File: config.mk
export PLATFORM = sky130hd
export DESIGN_NAME = piir_cell
export DESIGN_NICKNAME = d
export VERILOG_FILES = /design/src/sv/piir_pkg.sv /design/src/sv/piir_cell.sv
export SDC_FILE = /design/constraint.sdc
export NUM_CORES = 2
export LEC_CHECK = 0
export BUFFER_PORTS_ARGS = -buffer_cell sky130_fd_sc_hd__buf_4
export CAP_MARGIN = 25
export CORE_ASPECT_RATIO = 1.1
export CORE_MARGIN = 4
export CORE_UTILIZATION = 50
export CTS_CLUSTER_SIZE = 8
export DETAILED_ROUTE_END_ITERATION = 10
export PLACE_DENSITY = 0.66
export SETUP_SLACK_MARGIN = 0.02
export SLEW_MARGIN = 20
export SYNTH_ARGS = -nofsm -noshare
export SYNTH_HDL_FRONTEND = slang
export SYNTH_SLANG_ARGS = --single-unit
File: constraint.sdc
create_clock -name clk -period 28.3 [get_ports clk]
set_clock_uncertainty 0.2 [all_clocks]
set_input_delay 0 -clock clk [delete_from_list [all_inputs] [get_ports clk]]
set_output_delay 0 -clock clk [all_outputs]
set_load 0.005 [all_outputs]
File: src/sv/piir_pkg.sv
// shared types, constants and coefficient table of the polyphase iir half-band filter
`timescale 1ns / 1ps

package piir_pkg;

    localparam int NUM_SECTIONS = 6;
    localparam int SAMPLE_W     = 24;
    localparam int COEF_W       = 18;

    typedef logic signed [SAMPLE_W-1:0] sample_t;
    typedef logic [COEF_W-1:0]          coef_t;

    typedef enum logic
    {
        PATH_A = 1'b0,
        PATH_B = 1'b1
    } piir_path_t;

    // token handed from cell to cell
    typedef struct packed
    {
        logic       valid;
        piir_path_t path;
        sample_t    data;
    } piir_tok_t;

    // allpass coefficients, unsigned q0.18; sections past the sixth are pure delays
    function automatic coef_t coef_value(input piir_path_t path, input int unsigned idx);
        coef_t ca;
        coef_t cb;
        case (idx)
            0:
            begin
                ca = coef_t'(9616);
                cb = coef_t'(35795);
            end
            1:
            begin
                ca = coef_t'(71993);
                cb = coef_t'(110923);
            end
            2:
            begin
                ca = coef_t'(147089);
                cb = coef_t'(177613);
            end
            3:
            begin
                ca = coef_t'(201783);
                cb = coef_t'(220172);
            end
            4:
            begin
                ca = coef_t'(233901);
                cb = coef_t'(244198);
            end
            5:
            begin
                ca = coef_t'(252207);
                cb = coef_t'(258950);
            end
            default:
            begin
                ca = '0;
                cb = '0;
            end
        endcase
        return (path == PATH_B) ? cb : ca;
    endfunction

endpackage

File: src/sv/piir_cell.sv
// one second-order allpass section holding history for both paths
`timescale 1ns / 1ps

module piir_cell
    import piir_pkg::*;
(
    input  logic      clk,
    input  logic      rst_n,
    input  coef_t     coef_a,
    input  coef_t     coef_b,
    input  piir_tok_t tok_in,
    output piir_tok_t tok_out
);

    localparam int DIFF_W = SAMPLE_W + 1;
    localparam int PROD_W = SAMPLE_W + COEF_W + 2;
    localparam int RES_W  = PROD_W - COEF_W;
    localparam int SUM_W  = RES_W + 1;
    localparam logic signed [PROD_W-1:0] ROUND_BIAS = PROD_W'(1) <<< (COEF_W - 1);
    localparam logic signed [SUM_W-1:0]  SAT_HI =
        {{(SUM_W - SAMPLE_W + 1){1'b0}}, {(SAMPLE_W - 1){1'b1}}};
    localparam logic signed [SUM_W-1:0]  SAT_LO = ~SAT_HI;

    sample_t x1_reg [2];
    sample_t x2_reg [2];
    sample_t y1_reg [2];
    sample_t y2_reg [2];
    piir_tok_t tok_reg;

    sample_t                   x2_sel;
    sample_t                   y2_sel;
    coef_t                     coef_sel;
    logic signed [DIFF_W-1:0]  diff;
    logic signed [PROD_W-1:0]  prod;
    logic signed [PROD_W-1:0]  rnd;
    logic signed [RES_W-1:0]   res;
    logic signed [SUM_W-1:0]   acc;
    sample_t                   y_next;

    always_comb
    begin
        x2_sel   = x2_reg[tok_in.path];
        y2_sel   = y2_reg[tok_in.path];
        coef_sel = (tok_in.path == PATH_B) ? coef_b : coef_a;
        diff     = DIFF_W'(tok_in.data) - DIFF_W'(y2_sel);
        prod     = PROD_W'(diff) * PROD_W'($signed({1'b0, coef_sel}));
        rnd      = prod + ROUND_BIAS;
        res      = rnd[PROD_W-1:COEF_W];
        acc      = SUM_W'(x2_sel) + SUM_W'(res);
        if (acc > SAT_HI)
        begin
            y_next = SAT_HI[SAMPLE_W-1:0];
        end
        else if (acc < SAT_LO)
        begin
            y_next = SAT_LO[SAMPLE_W-1:0];
        end
        else
        begin
            y_next = acc[SAMPLE_W-1:0];
        end
    end

    always_ff @(posedge clk or negedge rst_n)
    begin
        if (!rst_n)
        begin
            tok_reg <= '0;
            for (int p = 0; p < 2; p++)
            begin
                x1_reg[p] <= '0;
                x2_reg[p] <= '0;
                y1_reg[p] <= '0;
                y2_reg[p] <= '0;
            end
        end
        else
        begin
            tok_reg.valid <= tok_in.valid;
            tok_reg.path  <= tok_in.path;
            tok_reg.data  <= y_next;
            if (tok_in.valid)
            begin
                x2_reg[tok_in.path] <= x1_reg[tok_in.path];
                x1_reg[tok_in.path] <= tok_in.data;
                y2_reg[tok_in.path] <= y1_reg[tok_in.path];
                y1_reg[tok_in.path] <= y_next;
            end
        end
    end

    assign tok_out = tok_reg;

endmodule

==> impl_metrics.json <==
{
  "run_status": "finished, final reports clean",
  "register_area_um2": 5460,
  "grt_setup_unrepaired": "no",
  "syn-num-nets": 3890,
  "first_pass_iters": 5,
  "grt_pass1_vias": 24246,
  "synth_flop_cell": "dfrtp_1",
  "tightest_slew_ns": 1.07,
  "syn_area_um2": 28200,
  "ys_seq_elements": 218,
  "dieHeight_um": 257,
  "wl_per_cell_um": 20.4,
  "tns_ns": 0,
  "synthTopCellsByCount": "678 x nand2_1, 447 x fa_1, 432 x inv_1",
  "routabilityCongestion": 0.943,
  "hold_class": "in -> reg",
  "syn_inst": 3183,
  "viasPerCell": 5.71,
  "finalHoldViolations": 0,
  "fill_cells": 5046,
  "maxSlewHeadroom_pct": 28.1,
  "yosys_warnings": 0,
  "async_flop_share_pct": 100,
  "grt_max_degree": 93,
  "tritoncts": "done",
  "ios": 90,
  "path_common_cell": "fa_1",
  "area_growth_pct": 9.72,
  "die-area_um2": 60200,
  "synth_edf_count": 0,
  "synthMostInstantiatedCell": "nand2_1",
  "min_period_over_period_pct": 48.0,
  "rows": 91,
  "worstPathMaxFanout": 55,
  "drtIter0Drc": 2248,
  "cts-htree-levels": 1,
  "finalMaxSlewViolations": 0,
  "yosysUniqueCellTypes": 76,
  "synth.area.top_cells": "fa_1 32%, dfrtp_1 19%, nand2_1 9.0%",
  "cp-end-kind": "register",
  "num_vias": 22768,
  "numCtsBuffers": 31,
  "initial_utilization_pct": 50.4,
  "grt_antenna_before_repair": 0,
  "clock_sinks": 218,
  "crit_slowest_cell": "o22ai_2",
  "port-buffer-count": 89,
  "setup_violations": 0,
  "maxCapViolCount": 0,
  "grt_first_pass_wirelength_mm": 132,
  "yosys.area.top_type": "fa_1",
  "clk_pin_slew_ns": 0.05,
  "syn_avg_cell_area_um2": 8.86,
  "synth-seq-area-share_pct": 19.4,
  "yosysTopAreaCellShare_pct": 31.7,
  "nNetsFinal": 3951,
  "post-route-drc-count": 0,
  "insertion_delay_ns": 0.56,
  "core_um2": 55900,
  "root_buffer": "clkbuf_16",
  "cts_setup_buffers": 0,
  "slowest_delay_ns": 0.83,
  "fmax_mhz": 73.5,
  "multi_input_area_um2": 20600,
  "min_period_ns": 13.60,
  "clockBufferDepth": 3,
  "grt_overflow": 0,
  "wl_mm": 81.4,
  "final_core_util_pct": 55.3,
  "ant_nets": 0,
  "die_w_um": 234,
  "drive_gt1_share_pct": 8.29,
  "cp.arrival_ns": 13.83,
  "grt_use_total_pct": 27.6,
  "crit_required_ns": 28.53,
  "worstSetupStartpointType": "input pin",
  "antenna_cells": 0,
  "path_class": "in -> reg",
  "hpwl_mm": 63.8
}
final timing paths:
kind                         endpoint  slack (ns)  cells past startpoint       start
min in group asynchronous   y1_reg[9]        0.44                      4       rst_n
max                         y1_reg[4]       14.70                     42  tok_in[24]
max reg2reg                 y1_reg[4]       15.08                     40   y2_reg[0]
max in group asynchronous  y2_reg[31]       26.89                      4       rst_n
min                        x1_reg[22]        0.04                      4  tok_in[22]
min reg2reg                x2_reg[46]        0.25                      2  x1_reg[46]
placed cells by master, fill, tap and decap left out, types with 20 or more instances in the layout:
cell type / Yosys / routed
ha_1: 196 / 196
mux2_2: 39 / 39
clkbuf_16: 0 / 31
nand3_1: 33 / 33
mux2i_1: 42 / 30
a21oi_1: 77 / 75
fa_1: 447 / 447
nand2b_1: 28 / 27
a21o_1: 28 / 28
o21ai_0: 107 / 107
xnor2_1: 48 / 48
buf_4: 0 / 151
nand2_1: 678 / 677
inv_1: 432 / 432
dfrtp_1: 218 / 218
dlygate4sd3_1: 0 / 29
nor2_1: 281 / 281
nor3_1: 60 / 60
xor2_1: 34 / 34
o31ai_1: 38 / 37
a31oi_1: 20 / 20
nor4_1: 20 / 20
routing by layer:
metal / vias up / wire [um] / global-route usage [%]
li1: 10227 / - / -
met4: 0 / 3360 / 9.83
met3: 196 / 5830 / 3.81
met5: - / 0 / 0
met2: 992 / 38800 / 45.3
met1: 11353 / 33400 / 37.7
worst max-delay path: cells and delay by family:
| family | cells | cell delay, ns |
|---|---|---|
| xor+xnor | 2 | 0.88 |
| buf+inv | 5 | 1.90 |
| simple gates | 3 | 0.65 |
| mux | 1 | 0.27 |
| fa+ha+maj | 10 | 4.46 |
| compound gates | 21 | 5.63 |
cell families after synthesis:
group           Yosys count  synth area share [%]
xor+xnor                 82                  2.55
simple gates           1172                  17.3
buf+inv                 588                  7.91
compound gates          397                  9.32
flops                   218                  19.4
mux                      83                  3.13
fa+ha+maj               643                  40.4
final cells by class:
class                   count  area share [%]
clock buffers              32            2.55
clock inverters             1          0.0971
inverters                 432            5.24
multi-input cells        2377            66.6
flip-flops and latches    218            17.6
well taps                 744            3.01
repair buffers            184            4.85
through the flow:
stage / hold slack [ns] / std cells / setup WS [ns] / cell area [um^2]
floorplan: -0.496 / 3183 / 15.99 / 28200
global placement: -0.141 / 3922 / 15.25 / 29700
detailed placement: -0.118 / 3924 / 14.86 / 29800
CTS: 0.0108 / 3987 / 14.83 / 30900
global route: 0.0579 / 3988 / 13.95 / 30900
finish: 0.0354 / 3988 / 14.70 / 30900
timing repair:
item                                   CTS  global route
endpoints found under the hold margin  183             0
resized for setup                        0             0
hold buffers                            30             0
Power is not shown: default switching activity piles up to over one toggle a cycle in this logic, so the estimate is an artifact.
